[src/rtl/akd_pkg.sv]
package akd_pkg;

  localparam int NUM_BUTTONS = 5;
  localparam int NUM_FLAGS   = 5;
  localparam int SAMPLE_W    = 8;
  localparam int BTN_IDX_W   = 3;
  localparam int COUNT_W     = 4;
  localparam int CFG_ADDR_W  = 3;
  localparam int CFG_DATA_W  = 8;
  localparam int IN_DATA_W   = 16;
  localparam int OUT_DATA_W  = 32;
  localparam int OUT_USED_W  = NUM_BUTTONS * NUM_FLAGS;

  // flag bit positions
  localparam int FLAG_PRESSED   = 0;
  localparam int FLAG_UNPRESSED = 1;
  localparam int FLAG_PRESS_EV  = 2;
  localparam int FLAG_REL_EV    = 3;
  localparam int FLAG_LOCKED    = 4;

  localparam logic [NUM_FLAGS-1:0] FLAGS_RESET = NUM_FLAGS'(1) << FLAG_UNPRESSED;

  localparam logic [SAMPLE_W-1:0] RIGHT_UPPER_RST  = 8'd25;
  localparam logic [SAMPLE_W-1:0] UP_UPPER_RST     = 8'd65;
  localparam logic [SAMPLE_W-1:0] DOWN_UPPER_RST   = 8'd115;
  localparam logic [SAMPLE_W-1:0] LEFT_UPPER_RST   = 8'd180;
  localparam logic [SAMPLE_W-1:0] SELECT_UPPER_RST = 8'd230;
  localparam logic [COUNT_W-1:0]  LIMIT_RST        = 4'd5;

  typedef enum logic [1:0] {
    ACT_TICK  = 2'd0,
    ACT_SET   = 2'd1,
    ACT_CLEAR = 2'd2
  } act_e;

  typedef enum logic [CFG_ADDR_W-1:0] {
    REG_RIGHT_UPPER  = 3'd0,
    REG_UP_UPPER     = 3'd1,
    REG_DOWN_UPPER   = 3'd2,
    REG_LEFT_UPPER   = 3'd3,
    REG_SELECT_UPPER = 3'd4,
    REG_DEB_LIMIT    = 3'd5
  } reg_e;

  typedef struct packed {
    logic                 en;
    act_e                 action;
    logic                 sel;
    logic [NUM_FLAGS-1:0] mask;
  } btn_cmd_t;

endpackage

[src/rtl/akd_window.sv]
module akd_window (
  input  logic [akd_pkg::SAMPLE_W-1:0]                          sample_i,
  input  logic [akd_pkg::NUM_BUTTONS-1:0][akd_pkg::SAMPLE_W-1:0] bound_i,
  output logic [akd_pkg::NUM_BUTTONS-1:0]                        hit_o
);

  always_comb begin
    hit_o[0] = sample_i < bound_i[0];
    for (int i = 1; i < akd_pkg::NUM_BUTTONS; i++) begin
      hit_o[i] = (sample_i > bound_i[i-1]) && (sample_i < bound_i[i]);
    end
  end

endmodule

[src/rtl/akd_button.sv]
module akd_button (
  input  logic                          clk_i,
  input  logic                          rst_ni,
  input  akd_pkg::btn_cmd_t             cmd_i,
  input  logic                          hit_i,
  input  logic [akd_pkg::COUNT_W-1:0]   limit_i,
  output logic [akd_pkg::NUM_FLAGS-1:0] flags_o,
  output logic [akd_pkg::NUM_FLAGS-1:0] flags_next_o
);

  logic [akd_pkg::COUNT_W-1:0]   cnt_q, cnt_d;
  logic [akd_pkg::NUM_FLAGS-1:0] flags_q, flags_d;

  always_comb begin
    cnt_d   = cnt_q;
    flags_d = flags_q;
    if (cmd_i.en) begin
      case (cmd_i.action)
        akd_pkg::ACT_TICK: begin
          if (!flags_q[akd_pkg::FLAG_LOCKED]) begin
            if (!hit_i) begin
              if (cnt_q != '0) begin
                cnt_d = cnt_q - akd_pkg::COUNT_W'(1);
              end else if (flags_q[akd_pkg::FLAG_PRESSED]) begin
                flags_d[akd_pkg::FLAG_REL_EV]    = 1'b1;
                flags_d[akd_pkg::FLAG_UNPRESSED] = 1'b1;
                flags_d[akd_pkg::FLAG_PRESSED]   = 1'b0;
              end
            end else begin
              if (cnt_q < limit_i) begin
                cnt_d = cnt_q + akd_pkg::COUNT_W'(1);
              end else if (flags_q[akd_pkg::FLAG_UNPRESSED]) begin
                flags_d[akd_pkg::FLAG_PRESS_EV]  = 1'b1;
                flags_d[akd_pkg::FLAG_PRESSED]   = 1'b1;
                flags_d[akd_pkg::FLAG_UNPRESSED] = 1'b0;
              end
            end
          end
        end
        akd_pkg::ACT_SET: begin
          if (cmd_i.sel) begin
            flags_d = flags_q | cmd_i.mask;
          end
        end
        akd_pkg::ACT_CLEAR: begin
          if (cmd_i.sel) begin
            flags_d = flags_q & ~cmd_i.mask;
          end
        end
        default: begin
        end
      endcase
    end
  end

  always_ff @(posedge clk_i or negedge rst_ni) begin
    if (!rst_ni) begin
      cnt_q   <= '0;
      flags_q <= akd_pkg::FLAGS_RESET;
    end else begin
      cnt_q   <= cnt_d;
      flags_q <= flags_d;
    end
  end

  assign flags_o      = flags_q;
  assign flags_next_o = flags_d;

endmodule

[src/rtl/adc_ladder_keypad_debouncer.sv]
// path: a word accepted on the slave side passes through the input register, then the result register,
//   before it is shown on the master side
// throughput: one word per cycle while the master side accepts; the input register holds while the result waits
// reset: thresholds and debounce limit to their defaults, counters to zero,
//   every button unpressed with no events and no lock, both registers empty
module adc_ladder_keypad_debouncer (
  input  logic                              clk_i,
  input  logic                              rst_ni,
  input  logic                              cfg_we_i,
  input  logic [akd_pkg::CFG_ADDR_W-1:0]    cfg_addr_i,
  input  logic [akd_pkg::CFG_DATA_W-1:0]    cfg_wdata_i,
  input  logic                              s_axis_tvalid,
  output logic                              s_axis_tready,
  // adc_sample [7:0], button_index [10:8], flag_mask [15:11]
  input  logic [akd_pkg::IN_DATA_W-1:0]     s_axis_tdata,
  // action [1:0]
  input  logic [1:0]                        s_axis_tuser,
  output logic                              m_axis_tvalid,
  input  logic                              m_axis_tready,
  // pressed_mask [4:0], unpressed_mask [9:5], press_event_mask [14:10],
  // release_event_mask [19:15], locked_mask [24:20], zeros above
  output logic [akd_pkg::OUT_DATA_W-1:0]    m_axis_tdata
);

  localparam int NB = akd_pkg::NUM_BUTTONS;
  localparam int NF = akd_pkg::NUM_FLAGS;

  // config registers
  logic [NB-1:0][akd_pkg::SAMPLE_W-1:0] bound_q;
  logic [akd_pkg::COUNT_W-1:0]          limit_q;

  always_ff @(posedge clk_i or negedge rst_ni) begin
    if (!rst_ni) begin
      bound_q[0] <= akd_pkg::RIGHT_UPPER_RST;
      bound_q[1] <= akd_pkg::UP_UPPER_RST;
      bound_q[2] <= akd_pkg::DOWN_UPPER_RST;
      bound_q[3] <= akd_pkg::LEFT_UPPER_RST;
      bound_q[4] <= akd_pkg::SELECT_UPPER_RST;
      limit_q    <= akd_pkg::LIMIT_RST;
    end else if (cfg_we_i) begin
      case (akd_pkg::reg_e'(cfg_addr_i))
        akd_pkg::REG_RIGHT_UPPER:  bound_q[0] <= cfg_wdata_i;
        akd_pkg::REG_UP_UPPER:     bound_q[1] <= cfg_wdata_i;
        akd_pkg::REG_DOWN_UPPER:   bound_q[2] <= cfg_wdata_i;
        akd_pkg::REG_LEFT_UPPER:   bound_q[3] <= cfg_wdata_i;
        akd_pkg::REG_SELECT_UPPER: bound_q[4] <= cfg_wdata_i;
        akd_pkg::REG_DEB_LIMIT:    limit_q    <= cfg_wdata_i[akd_pkg::COUNT_W-1:0];
        default: begin
        end
      endcase
    end
  end

  // input register
  logic                              in_valid_q;
  akd_pkg::act_e                     act_q;
  logic [akd_pkg::SAMPLE_W-1:0]      sample_q;
  logic [akd_pkg::BTN_IDX_W-1:0]     idx_q;
  logic [NF-1:0]                     mask_q;
  logic                              out_valid_q;
  logic [akd_pkg::OUT_USED_W-1:0]    out_data_q, out_data_d;
  logic                              adv;
  logic                              in_take;

  assign adv           = in_valid_q && (!out_valid_q || m_axis_tready);
  assign s_axis_tready = !in_valid_q || adv;
  assign in_take       = s_axis_tvalid && s_axis_tready;

  always_ff @(posedge clk_i or negedge rst_ni) begin
    if (!rst_ni) begin
      in_valid_q <= 1'b0;
    end else if (s_axis_tready) begin
      in_valid_q <= s_axis_tvalid;
    end
  end

  always_ff @(posedge clk_i) begin
    if (in_take) begin
      act_q    <= akd_pkg::act_e'(s_axis_tuser);
      sample_q <= s_axis_tdata[7:0];
      idx_q    <= s_axis_tdata[10:8];
      mask_q   <= s_axis_tdata[15:11];
    end
  end

  // button update
  logic [NB-1:0]         hit;
  logic [NB-1:0][NF-1:0] flags, flags_next;

  akd_window u_window (
    .sample_i (sample_q),
    .bound_i  (bound_q),
    .hit_o    (hit)
  );

  for (genvar b = 0; b < NB; b++) begin : g_btn
    akd_pkg::btn_cmd_t cmd;

    assign cmd.en     = adv;
    assign cmd.action = act_q;
    assign cmd.sel    = (idx_q == akd_pkg::BTN_IDX_W'(b));
    assign cmd.mask   = mask_q;

    akd_button u_button (
      .clk_i        (clk_i),
      .rst_ni       (rst_ni),
      .cmd_i        (cmd),
      .hit_i        (hit[b]),
      .limit_i      (limit_q),
      .flags_o      (flags[b]),
      .flags_next_o (flags_next[b])
    );
  end

  always_comb begin
    for (int k = 0; k < NF; k++) begin
      for (int b = 0; b < NB; b++) begin
        out_data_d[k*NB + b] = flags_next[b][k];
      end
    end
  end

  // result register
  always_ff @(posedge clk_i or negedge rst_ni) begin
    if (!rst_ni) begin
      out_valid_q <= 1'b0;
    end else if (adv) begin
      out_valid_q <= 1'b1;
    end else if (m_axis_tready) begin
      out_valid_q <= 1'b0;
    end
  end

  always_ff @(posedge clk_i) begin
    if (adv) begin
      out_data_q <= out_data_d;
    end
  end

  assign m_axis_tvalid = out_valid_q;
  assign m_axis_tdata  = {{(akd_pkg::OUT_DATA_W - akd_pkg::OUT_USED_W){1'b0}}, out_data_q};

  logic [NB-1:0] locked_vec;

  always_comb begin
    for (int b = 0; b < NB; b++) begin
      locked_vec[b] = flags[b][akd_pkg::FLAG_LOCKED];
    end
  end

  a_tick_keeps_lock: assert property (@(posedge clk_i) disable iff (!rst_ni)
    adv && act_q == akd_pkg::ACT_TICK |=> $stable(locked_vec))
    else $error("lock flags changed on a sample tick");

  a_flags_hold: assert property (@(posedge clk_i) disable iff (!rst_ni)
    !adv |=> $stable(flags))
    else $error("button flags changed without a word moving");

  a_result_shown: assert property (@(posedge clk_i) disable iff (!rst_ni)
    adv |=> m_axis_tvalid && m_axis_tdata[akd_pkg::OUT_USED_W-1:0] == $past(out_data_d))
    else $error("result register missed an update");

endmodule

[config.mk]
export PLATFORM = sky130hd
export DESIGN_NAME = adc_ladder_keypad_debouncer
export DESIGN_NICKNAME = d
export VERILOG_FILES = /design/src/rtl/akd_pkg.sv /design/src/rtl/akd_window.sv /design/src/rtl/akd_button.sv /design/src/rtl/adc_ladder_keypad_debouncer.sv
export SDC_FILE = /design/constraint.sdc
export NUM_CORES = 1
export LEC_CHECK = 0
export ABC_AREA = 1
export BUFFER_PORTS_ARGS = -buffer_cell sky130_fd_sc_hd__buf_4
export CAP_MARGIN = 20
export CORE_ASPECT_RATIO = 0.8
export CORE_MARGIN = 3
export CORE_UTILIZATION = 40
export DETAILED_ROUTE_END_ITERATION = 6
export GPL_TIMING_DRIVEN = 0
export PLACE_DENSITY_LB_ADDON = 0.25
export SLEW_MARGIN = 20
export SYNTH_ARGS = -nofsm -noshare
export SYNTH_HDL_FRONTEND = slang
export SYNTH_SLANG_ARGS = --single-unit
[constraint.sdc]
create_clock -name clk_i -period 2.9 [get_ports clk_i]
set_clock_uncertainty 0.05 [all_clocks]
set_input_delay 0.145 -clock clk_i [delete_from_list [all_inputs] [get_ports clk_i]]
set_output_delay 0.145 -clock clk_i [all_outputs]
set_load 0.05 [all_outputs]
# Word-level counts from Yosys, hierarchy flattened
# Cells that the tools add are included.
# totals
in_bits,34
out_inout_bits,34
regBits,134
# op_classes
addsub,10
eq_ne,16
order_cmp,14
n_reduce_logical,35
n_bitwise,16
mux,92
# ops
cell,n
two-way mux 4 bit,20
two-way mux 5 bit,15
case mux 4 bit (3 select lines),5
less-than comparator 8 bit,5
greater-than comparator 8 bit,4
two-way mux 2 bit,15
two-way mux 3 bit,10
AND 5 bit,5
bitwise OR 5 bit,5
AND reduction 5 bit,5
two-way mux 1 bit,22
"adder 4 x 1 -> 4 bit, second input constant",5
less-than comparator 4 bit,5
nonzero test 4 bit,5
"subtractor 4 x 1 -> 4 bit, second input constant",5
"== test 3 x 2 -> 1 bit, second input constant",4
AND reduction 2 bit,6
nonzero test 2 bit,6
"inequality test 2 bit, second input constant",5
case mux 1 bit (2 select lines),5
"== test 3 bit, second input constant",3
"== test 3 x 1 -> 1 bit, second input constant",2
logical AND 1 bit,6
zero test 3 bit,2
other kinds (7),13

# Depth between registers and ports, before layout
# Gate-level depths: netlist (run 1).
# depth
depth_word,6
ltp_mapped,19
depth_no_buf,19

# Hierarchy
# Synthesis (run 1) repeated with hierarchy kept, for this count alone.
# hier_totals
cells_unflattened,1005
area_unflattened_um2,8304.2
# modules_own_cells
module,area_per_inst_um2,cells_each,n_inst
akd_button,788.3,110,5
adc_ladder_keypad_debouncer,3264.4,271,1
akd_window,1098.6,184,1

# Worst setup path after synthesis (run 1)
# Ideal clock, no wire load.
# synth_path
path_type,register to register
from,reg bound_q[14] (netlist bit)
to,reg g_btn[1].u_button.cnt_q[3] (netlist bit)
path_slack_ns,0.491
t_arrival_ns,2.242
path_stages_with_launch,18
required_time_ns,2.734
path_cell_list,dfstp_2 > inv_1 > ha_1 > nand2_2 > inv_2 > nand2_1 > nand3_2 > a21oi_2 > nand3_2 > ha_1 > nand2_1 > nand2_1 > a31oi_1 > inv_1 > nand2_1 > nand2_1 > nand2_1 > nand2_1
# synth_via
elab_chain_len,4
# synth_rtl
element,line_no,text
start: declaration,adc_ladder_keypad_debouncer.sv:29,logic [NB-1:0][akd_pkg::SAMPLE_W-1:0] bound_q;
less-than comparator 8 bit *,akd_window.sv:10,hit_o[i] = (sample_i > bound_i[i-1]) && (sample_i < bound_i[i]);
logical AND 1 bit *,akd_window.sv:10,
inequality test 2 bit (no line) / nonzero test 2 bit (equally long branches),-,
AND reduction 5 bit (no line),-,
end signal: assignment,akd_button.sv:61,cnt_q <= cnt_d;
end: declaration,akd_button.sv:11,"logic [akd_pkg::COUNT_W-1:0] cnt_q, cnt_d;"
# Mark *: on every way between the ends. The rest lies on a longest branch, timed or not.
# A chain may end at the register's enable or synchronous reset.

# Worst setup path after layout (run 1)
# layout_path
from,reg sample_q[7] (netlist bit)
to,reg g_btn[1].u_button.cnt_q[3] (netlist bit)
# layout_via
elab_chain_len,4
# layout_rtl
element,line_no,text
start: declaration,adc_ladder_keypad_debouncer.sv:57,logic [akd_pkg::SAMPLE_W-1:0] sample_q;
start signal: assignment,adc_ladder_keypad_debouncer.sv:80,sample_q <= s_axis_tdata[7:0];
greater-than comparator 8 bit / less-than comparator 8 bit (equally long branches),akd_window.sv:10,
logical AND 1 bit *,akd_window.sv:10,
inequality test 2 bit (no line) / nonzero test 2 bit (equally long branches),-,
AND reduction 5 bit (no line),-,
# Marks and branches as above.

==> results of run 1 <==
==> cell families (layout without fill, tap and decap cells) <==
kind of cell,Yosys count,after routing
AO/OA/AOI/OAI,173,173
XOR/XNOR,11,11
adder cells (fa/ha/maj),73,73
buffers and inverters,183,297
flip-flops,134,134
other,1,7
AND/OR/NAND/NOR,377,377
==> cells in the mapped netlist, types with 2 or more instances <==
master    count
nand2_4       4
nand3_2       7
nor3_1        7
fa_1          5
a21boi_1      4
o31ai_1       2
o21ai_1       7
nand4_2       2
a21oi_1      40
a31oi_1       5
a22oi_1       5
dfstp_2      26
a21oi_2       3
xor2_2        3
nand3_1      29
dfrtp_1      65
o22ai_1       2
nand3_4       5
nand2_2      12
nor2_2        8
o21ai_0      95
nor2_4        4
a21o_1        3
nor2_1       32
buf_4         7
buf_2         4
inv_2        18
xnor2_1       5
inv_1       144
ha_1         68
xor2_1        3
nand2_1     257
edfxtp_1     43
a21boi_0      7
clkbuf_1      8
nand4_1       8
==> worst reg2reg max path, stage by stage, from the launching register on <==
cell      delay, ns
edfxtp_1       0.54
ha_1           0.37
nand2_1        0.08
nor2_2         0.14
nand2_1        0.10
nand2_4        0.18
nand3_4        0.16
ha_1           0.37
nand2_1        0.08
nand2_1        0.04
a31oi_1        0.20
inv_1          0.06
nand2_1        0.07
nand2_1        0.05
nand2_1        0.05
nand2_1        0.05
==> power by group <==
group          switching (mW)  internal [mW]  total, mW
Combinational            2.03           1.21       3.23
Sequential              0.371           2.55       2.92
Clock                   0.917           1.29       2.21
==> routing by layer <==
| metal | up-vias | global-route usage (%) |
|---|---|---|
| met5 | - | 0 |
| met4 | 0 | 4.19 |
| met3 | 22 | 3.91 |
| met2 | 146 | 26.5 |
| met1 | 3052 | 27.6 |
| li1 | 3293 | - |
==> registers in the layout (all words and copies together), names as in the netlist <==
| name | cells |
|---|---|
| bound_q | 40 |
| g_btn.u_button.flags_o | 25 |
| out_data_q | 25 |
| g_btn.u_button.cnt_q | 20 |
| sample_q | 8 |
| mask_q | 5 |
| limit_q | 4 |
| idx_q | 3 |
| act_q | 2 |
| in_valid_q | 1 |
| m_axis_tvalid | 1 |
==> cell type report <==
| cell class | instances | area, um2 |
|---|---|---|
| clock buffer | 18 | 429 |
| multi-input combinational | 641 | 3800 |
| tap | 258 | 323 |
| buffer | 20 | 106 |
| clock inverter | 14 | 165 |
| timing repair buffer | 82 | 674 |
| sequential | 134 | 3600 |
| inverter | 163 | 613 |
| fill | 1849 | 9660 |
==> worst max path at each step <==
stage                startpoint  depth (start not counted)                          to  slack (ns)
floorplan           bound_q[14]                         17  g_btn[1].u_button.cnt_q[3]        0.49
global placement    sample_q[7]                         15  g_btn[1].u_button.cnt_q[3]        0.17
detailed placement  sample_q[7]                         15  g_btn[1].u_button.cnt_q[3]        0.14
CTS                 sample_q[7]                         15  g_btn[1].u_button.cnt_q[3]        0.12
global route        sample_q[7]                         15  g_btn[1].u_button.cnt_q[3]       -0.04
finish              sample_q[7]                         15  g_btn[1].u_button.cnt_q[3]        0.20
==> repair_timing <==
item,4_1_cts,5_1_grt
hold endpoints to repair,85,0
endpoints found under the setup margin,0,2
hold buffers,22,0
resized for setup,0,4
==> metrics by stage <==
| stage | hold WS (ns) | instances | TNS (ns) | power (mW) |
|---|---|---|---|---|
| final | 0.0318 | 1330 | 0 | 8.36 |
| after global routing | 0.0482 | 1330 | -0.0421 | 9.08 |
| after CTS | 0.0146 | 1330 | 0 | 8.37 |
| after detailed placement | 0.249 | 1276 | 0 | 6.10 |
| after global placement | 0.273 | 1276 | 0 | 6.02 |
| after floorplan | -0.201 | 958 | 0 | 5.34 |
==> results.toml, run 1 <==
[final_layout]
stdcell_area_mm2 = 0.00971
layout-drive-gt1-share_pct = 18.5
mostFrequentLayoutCell = "nand2_1"
diodes = 0
layout_common_cells = "nand2_1 (257), inv_1 (144), o21ai_0 (95), ha_1 (67), buf_4 (66)"
layout.nets = 1166
syn_to_final_growth_pct = 20.4
final_util_pct = 50.1

[clock_network]
htreeDepth = 4
cts_tree = "yes"
root_buffer = "clkbuf_16"
clk_latency_ns = 0.43
cts_sinks = 134
numCtsBuffers = 17
cts_setup_buffers = 0
cts_max_path_buffers = 2
clk_pin_slew_ns = 0.07

[sta]
setup_viol = 0
fin_crit_sh_pct = 93.0
rsz0062_at_grt = "true"
fmax_mhz = 371
slew_violations = 0
worstMarginPinSlew_ns = 0.875
hold_viol_final = 0
setup_slack_ns = 0.202
maxSlewHeadroom_pct = 41.7
timing.final.crit_period_ns = 2.70

[drt]
wl_met2_um = 7890
wl_um = 18800
wl_per_cell_um = 14.1
first_pass_iters = 5
drt-met1-wl_um = 9750
initialDrtViolationCount = 489
ant_nets = 0
drcViolationCount = 0
vias = 6513
drt-vias-per-instance = 4.90
wl_met3_um = 914
top_layer = "met4"

[global_route]
antenna_found_initial = 0
grt_start_max_net_pins = 92
grt_pass1_wl_um = 31500
grt_usage_pct = 18.2
grt_overflow = 0
first_global_vias = 6282

[worst_setup_path]
critPathTopFamily = "simple AND/OR/NAND/NOR gates"
crit_chain = "ha_1, nand2_1, nor2_2, nand2_1, nand2_4, nand3_4, ha_1, nand2_1, nand2_1, a31oi_1, inv_1, nand2_1, nand2_1, nand2_1, nand2_1"
crit_top_cell = "nand2_1"
critPathSlowestCell = "edfxtp_1"
required_ns = 3.16
reg2reg_depth = 15
worst-path-buf-inv = 1
rr_startpoint = "sample_q[7]"
arrival_ns = 2.96
cp_max_fo = 10
worstSetupPathType = "reg2reg"
rrSetupSlack_ns = 0.20
crit_path_end_kind = "register"
max_stage_delay_ns = 0.54
reg2reg_to = "g_btn[1].u_button.cnt_q[3]"
critPathLaunchType = "register"

[power]
power_density_mw_per_mm2 = 861
p_leak_nw = 4.77
ir_worst_vdd_mv = 0.373

[die]
start_util_pct = 41.6
fp.dieArea_mm2 = 0.0219
die_x_um = 165
io_pins = 68
dieHeight_um = 133
coreArea_mm2 = 0.0194
rows = 45

[placement]
placed_area_mm2 = 0.00886
io_buffers = 60
pre_cts_slack_ns = 0.137
gp_congestion = 0.832
dpl.hpwl_um = 13600

[logic_synthesis]
synth_edf_count = 43
netlist_instances = 952
netlist_area_mm2 = 0.00806
yosysSeqAreaShare_pct = 44.7
synthTopCellsByArea = "dfrtp_1 (20%), edfxtp_1 (16%), nand2_1 (12%)"
ys_ff_latch = 134
ys_types = 41
synth_top_area_share_pct = 20.2
async_flop_share_pct = 67.9
muxShareOfSynthArea_pct = 0
yosysTopAreaCell = "dfrtp_1"
synth-xor-area-share_pct = 1.47
post_synth.cell_area_avg_um2 = 8.47
ys_warn_count = 0
yosys_most_used_dff = "dfrtp_1"
yosys.area_share.simple_pct = 21.4
synth_compound_area_share_pct = 11.6
synth_top_family_by_area = "simple AND/OR/NAND/NOR gates"
synth_fa_ha_area_share_pct = 11.8

[flow_run]
drv_cap = 0

[min_path]
min_from = "cfg_wdata_i[5]"
worstHoldEndpoint = "bound_q[13]"
hold_path_class = "in2reg"
min_path_cells = 3

[status]
status = "finished, final reports clean"
Note: power is estimated with default switching activity, not from simulation.
==> inputs of run 2 (changes only) <==
--- a/config.mk
+++ b/config.mk
@@ -10,10 +10,11 @@
 export CAP_MARGIN = 20
 export CORE_ASPECT_RATIO = 0.8
 export CORE_MARGIN = 3
-export CORE_UTILIZATION = 40
+export CORE_UTILIZATION = 55
 export DETAILED_ROUTE_END_ITERATION = 6
 export GPL_TIMING_DRIVEN = 0
 export PLACE_DENSITY_LB_ADDON = 0.25
+export RECOVER_POWER = 25
 export SLEW_MARGIN = 20
 export SYNTH_ARGS = -nofsm -noshare
 export SYNTH_HDL_FRONTEND = slang
==> run 2 against run 1 <==
  * The run now ends with max-capacitance violations, max-slew violations left
  * Setup slack lost 0.069 ns
  * Register-to-register slack worse by 0.07 ns
  * Via count grew 3.7%
  * Critical path depth up 2
  * First-iteration DRC count increased by 51%
  * Sequential power about the same
  * Global-route usage increased by 6.3 points
  * Maximum frequency shrank 2.5%
  * Cell count down 5.6%
  * Clock power is essentially flat
  * Worst hold slack better by 0.026 ns
  * Cell area down 0.70%
==> results.toml, run 2 (synthesis results as in run 1) <==
[status]
status = "finished, violations left"
violations = "max-capacitance violations, max-slew violations"

[clock_network]
numCtsBuffers = 17
cts_max_path_buffers = 2
clk_pin_slew_ns = 0.06
cts_tree = "yes"
htreeDepth = 4
cts_sinks = 134
clk_latency_ns = 0.43
root_buffer = "clkbuf_16"

[drt]
drt-vias-per-instance = 5.38
wl_um = 18700
drcViolationCount = 0
wl_per_cell_um = 14.9
initialDrtViolationCount = 737
first_pass_iters = 6
vias = 6755
ant_nets = 0

[sta]
fmax_mhz = 361
hold_viol_final = 0
slew_violations = 92
maxSlewHeadroom_pct = -53.1
holdWs_ns = 0.0577
setup_slack_ns = 0.133
timing.final.crit_period_ns = 2.77
fin_crit_sh_pct = 95.4
setup_viol = 0
worstMarginPinSlew_ns = 2.30

[die]
die_x_um = 141
fp.dieArea_mm2 = 0.0162
start_util_pct = 57.9
rows = 38
io_pins = 68
coreArea_mm2 = 0.0139
dieHeight_um = 114

[flow_run]
drv_cap = 1

[final_layout]
regMostFlops = "bound_q"
largest_reg_flops = 40
layout-drive-gt1-share_pct = 18.4
final_cells = 1255
diodes = 0
num-fill-cells = 1100
mostFrequentLayoutCell = "nand2_1"
layout_common_cells = "nand2_1 (258), inv_1 (144), o21ai_0 (95), ha_1 (67), dfrtp_1 (65)"
layout.nets = 1169
stdcell_area_mm2 = 0.00964
final_util_pct = 69.2
syn_to_final_growth_pct = 19.6

[global_route]
grt_start_max_net_pins = 92
grt_overflow = 0
grt_pass1_wl_um = 31100
grt_usage_pct = 24.5
antenna_found_initial = 0
first_global_vias = 6356

[worst_setup_path]
cp_max_fo = 8
worstSetupPathType = "reg2reg"
crit_path_end_kind = "register"
arrival_ns = 3.04
critPathLaunchType = "register"
required_ns = 3.17

[placement]
gp_congestion = 0.913
pre_cts_slack_ns = 0.215
io_buffers = 60
placed_area_mm2 = 0.00876
dpl.hpwl_um = 13000
place_inst = 1198

[power]
ir_worst_vdd_mv = 0.526
power_density_mw_per_mm2 = 873
p_leak_nw = 4.79

[min_path]
hold_path_class = "in2reg"
[run 2: cell count changes in the layout (fill, tap and decap cells not counted), moves of 2 or more]
cell / previous run / this run
clkbuf_4: 0 / 19
buf_4: 66 / 49
inv_8: 3 / 0
clkinv_2: 1 / 3
[run 2: stage by stage]
stage,total power [mW],TNS [ns]
3_5_place_dp,6.10,0
4_1_cts,8.35,0
3_3_place_gp,5.97,0
6_report,8.41,0
5_1_grt,9.08,-0.0217
2_1_floorplan,5.34,0
[run 2: timing repair]
item,in CTS,in global routing
buffers inserted,0,3
setup endpoints to repair,0,2
endpoints found under the hold margin,85,0
gates resized for setup,0,6
hold buffers,22,0
[run 2: path summary, 6_finish.rpt]
path | from | to | slack [ns] | cells past startpoint
worst min-delay path | cfg_wdata_i[6] | bound_q[30] | 0.06 | 3
worst max-delay path | sample_q[7] | g_btn[3].u_button.cnt_q[3] | 0.13 | 17
min in group asynchronous | rst_ni | bound_q[36] | 0.92 | 2
max in group asynchronous | rst_ni | g_btn[2].u_button.flags_o[0] | 0.56 | 2
worst max register to register | sample_q[7] | g_btn[3].u_button.cnt_q[3] | 0.13 | 17
worst min register to register | g_btn[4].u_button.flags_o[3] | g_btn[4].u_button.flags_o[3] | 0.42 | 2
[run 2: area by class of cell]
class | count | area, um2 | share of cell area [%]
Clock buffer | 19 | 454 | 4.71
Timing Repair Buffer | 85 | 687 | 7.12
Clock inverter | 13 | 145 | 1.51
Multi-Input combinational cell | 641 | 3810 | 39.5
Buffer | 20 | 106 | 1.10
Tap cell | 180 | 225 | 2.34
Sequential cell | 134 | 3600 | 37.3
Inverter | 163 | 613 | 6.36
[run 2: worst max-delay path: stages (launching register included)]
cell and delay, ns:
edfxtp_1 0.48, buf_4 0.19, ha_1 0.28, nand2_1 0.09, inv_2 0.04, nand2_1 0.07
nand3_2 0.09, a21oi_2 0.19, nand3_4 0.16, ha_1 0.39, nand2_1 0.09, nand2_1 0.07
a31oi_2 0.19, inv_1 0.06, nand2_1 0.07, nand2_1 0.05, nand2_1 0.05, nand2_1 0.04
[run 2: power breakdown]
| group | switching, mW | internal, mW | total, mW |
|---|---|---|---|
| Clock | 0.865 | 1.32 | 2.19 |
| Combinational | 2.06 | 1.22 | 3.29 |
| Sequential | 0.388 | 2.55 | 2.94 |
| Total | 3.32 | 5.10 | 8.41 |
[run 2: metal layers]
metal,vias to the layer above,routed length (um),global-route usage [%]
met3,22,1420,6.14
li1,3313,-,-
met2,256,8370,36.1
met5,-,0,0
met1,3164,8690,36.3
met4,0,238,6.52
==> inputs of run 3 (changes only) <==
==> constraint.sdc (replaced) <==
create_clock -name clk_i -period 3.2 [get_ports clk_i]
set_clock_uncertainty 0.05 [all_clocks]
set_input_delay 0.16 -clock clk_i [delete_from_list [all_inputs] [get_ports clk_i]]
set_output_delay 0.16 -clock clk_i [all_outputs]
set_load 0.05 [all_outputs]
==> run 3 against run 2 <==
  * The run still ends with max-capacitance violations, max-slew violations left
  * Sequential power down 9.5%
  * Count of clock-buffer cells in the layout unchanged
  * Setup slack better by 0.35 ns
  * Cell area down 0.74%
  * Sequential share of layout area up 0.28 points
  * Wire length down 1.7%
  * Core utilization down 0.51 points
  * Combinational power down 12%
==> results.toml, run 3 (synthesis results as in run 1) <==
[worst_setup_path]
worst-path-buf-inv = 2
rr_startpoint = "sample_q[7]"
crit_path_end_kind = "register"
crit_chain = "ha_1, nand2_2, inv_2, nand2_1, nand3_2, a21oi_2, nand3_2, ha_1, nand2_1, nand2_1, a31oi_1, inv_1, nand2_1, nand2_1, nand2_1, nand2_1"
critPathSlowestCell = "edfxtp_1"
crit_top_cell = "nand2_1"
critPathLaunchType = "register"
worstSetupPathType = "reg2reg"
critPathTopFamily = "simple AND/OR/NAND/NOR gates"
cp_max_fo = 7
worstSetupStartpoint = "sample_q[7]"
arrival_ns = 2.98
max_stage_delay_ns = 0.53
required_ns = 3.46

[sta]
setup_slack_ns = 0.482
fmax_mhz = 368
timing.final.crit_period_ns = 2.72
hold_viol_final = 0
setup_viol = 0
rsz0062_at_grt = "false"
slew_violations = 92
holdWs_ns = 0.0704
worstMarginPinSlew_ns = 2.29
maxSlewHeadroom_pct = -52.9
setup_tns_ns = 0
fin_crit_sh_pct = 84.9

[placement]
gp_congestion = 0.913
io_buffers = 60
pre_cts_slack_ns = 0.515
dpl.hpwl_um = 13000
place_inst = 1198

[final_layout]
layout-drive-gt1-share_pct = 18.0
layout_common_cells = "nand2_1 (258), inv_1 (144), o21ai_0 (95), ha_1 (68), dfrtp_1 (65)"
syn_to_final_growth_pct = 18.7
diodes = 0
ff_latch_area_mm2 = 0.00360
largest_reg_flops = 40
mostFrequentLayoutCell = "nand2_1"
num-fill-cells = 1116
final_cells = 1252
layout.nets = 1166
multi_input_area_mm2 = 0.00376
regMostFlops = "bound_q"

[drt]
drcViolationCount = 0
wl_um = 18400
ant_nets = 0
drt-vias-per-instance = 5.39
vias = 6753
initialDrtViolationCount = 717
wl_per_cell_um = 14.7
first_pass_iters = 6

[clock_network]
root_buffer = "clkbuf_16"
cts_max_path_buffers = 2
cts_sinks = 134
numCtsBuffers = 17
clk_latency_ns = 0.43
htreeDepth = 4
clk_pin_slew_ns = 0.06
cts_tree = "yes"

[global_route]
first_global_vias = 6356
grt_pass1_wl_um = 31100
grt_start_max_net_pins = 92
grt_overflow = 0
grt_usage_pct = 24.5
antenna_found_initial = 0

[power]
p_leak_nw = 4.77
power.total_mw = 7.55
power_density_mw_per_mm2 = 789
ir_worst_vdd_mv = 0.473

[die]
rows = 38
fp.dieArea_mm2 = 0.0162
start_util_pct = 57.9
die_x_um = 141
io_pins = 68
coreArea_mm2 = 0.0139
dieHeight_um = 114

[min_path]
min_from = "cfg_wdata_i[5]"
hold_path_class = "in2reg"

[status]
violations = "max-capacitance violations, max-slew violations"
status = "finished, violations left"

[flow_run]
drv_cap = 1
run 3: timing repair:
action,4_1_cts,5_1_grt
setup buffers,0,0
resized for setup,0,0
hold buffers,22,0
endpoints found under the hold margin,85,0
run 3: routing by layer:
metal / vias up / global-route usage (%) / routed length, um
met3: 24 / 6.14 / 1370
met2: 244 / 36.1 / 8130
met1: 3186 / 36.3 / 8690
li1: 3299 / - / -
met5: - / 0 / 0
met4: 0 / 6.52 / 217
run 3: path summary, 6_finish.rpt:
kind | slack, ns | cells past startpoint | to
max reg2reg | 0.48 | 16 | g_btn[1].u_button.cnt_q[3]
min in group asynchronous | 0.93 | 2 | bound_q[36]
min reg2reg | 0.42 | 2 | g_btn[4].u_button.flags_o[3]
min | 0.07 | 3 | bound_q[29]
max in group asynchronous | 0.85 | 2 | g_btn[2].u_button.flags_o[0]
max | 0.48 | 16 | g_btn[1].u_button.cnt_q[3]
run 3: final cells by class:
type,instances,share of cell area [%]
buffer,20,1.11
clock buffer,19,4.75
clock inverter,13,1.52
inverter,163,6.41
multi-input combinational,641,39.3
sequential,134,37.6
tap,180,2.35
timing repair buffer,82,6.94
run 3: stage by stage:
step	utilization, %	instance area, um2
floorplan	-	8080
global route	68.7	9570
detailed placement	62.9	8760
finish	68.7	9570
global placement	62.9	8760
CTS	68.8	9580
run 3: worst min-delay path, stage by stage:
cell     delay, ns
buf_4         0.08
inv_1         0.09
o21ai_0       0.17
run 3: report_power, final:
group	leakage, nW	total, mW	internal (mW)	switching, mW
clock network	0.285	1.98	1.20	0.782
logic	2.99	2.91	1.08	1.83
registers	1.49	2.66	2.31	0.347
total	4.77	7.55	4.59	2.96
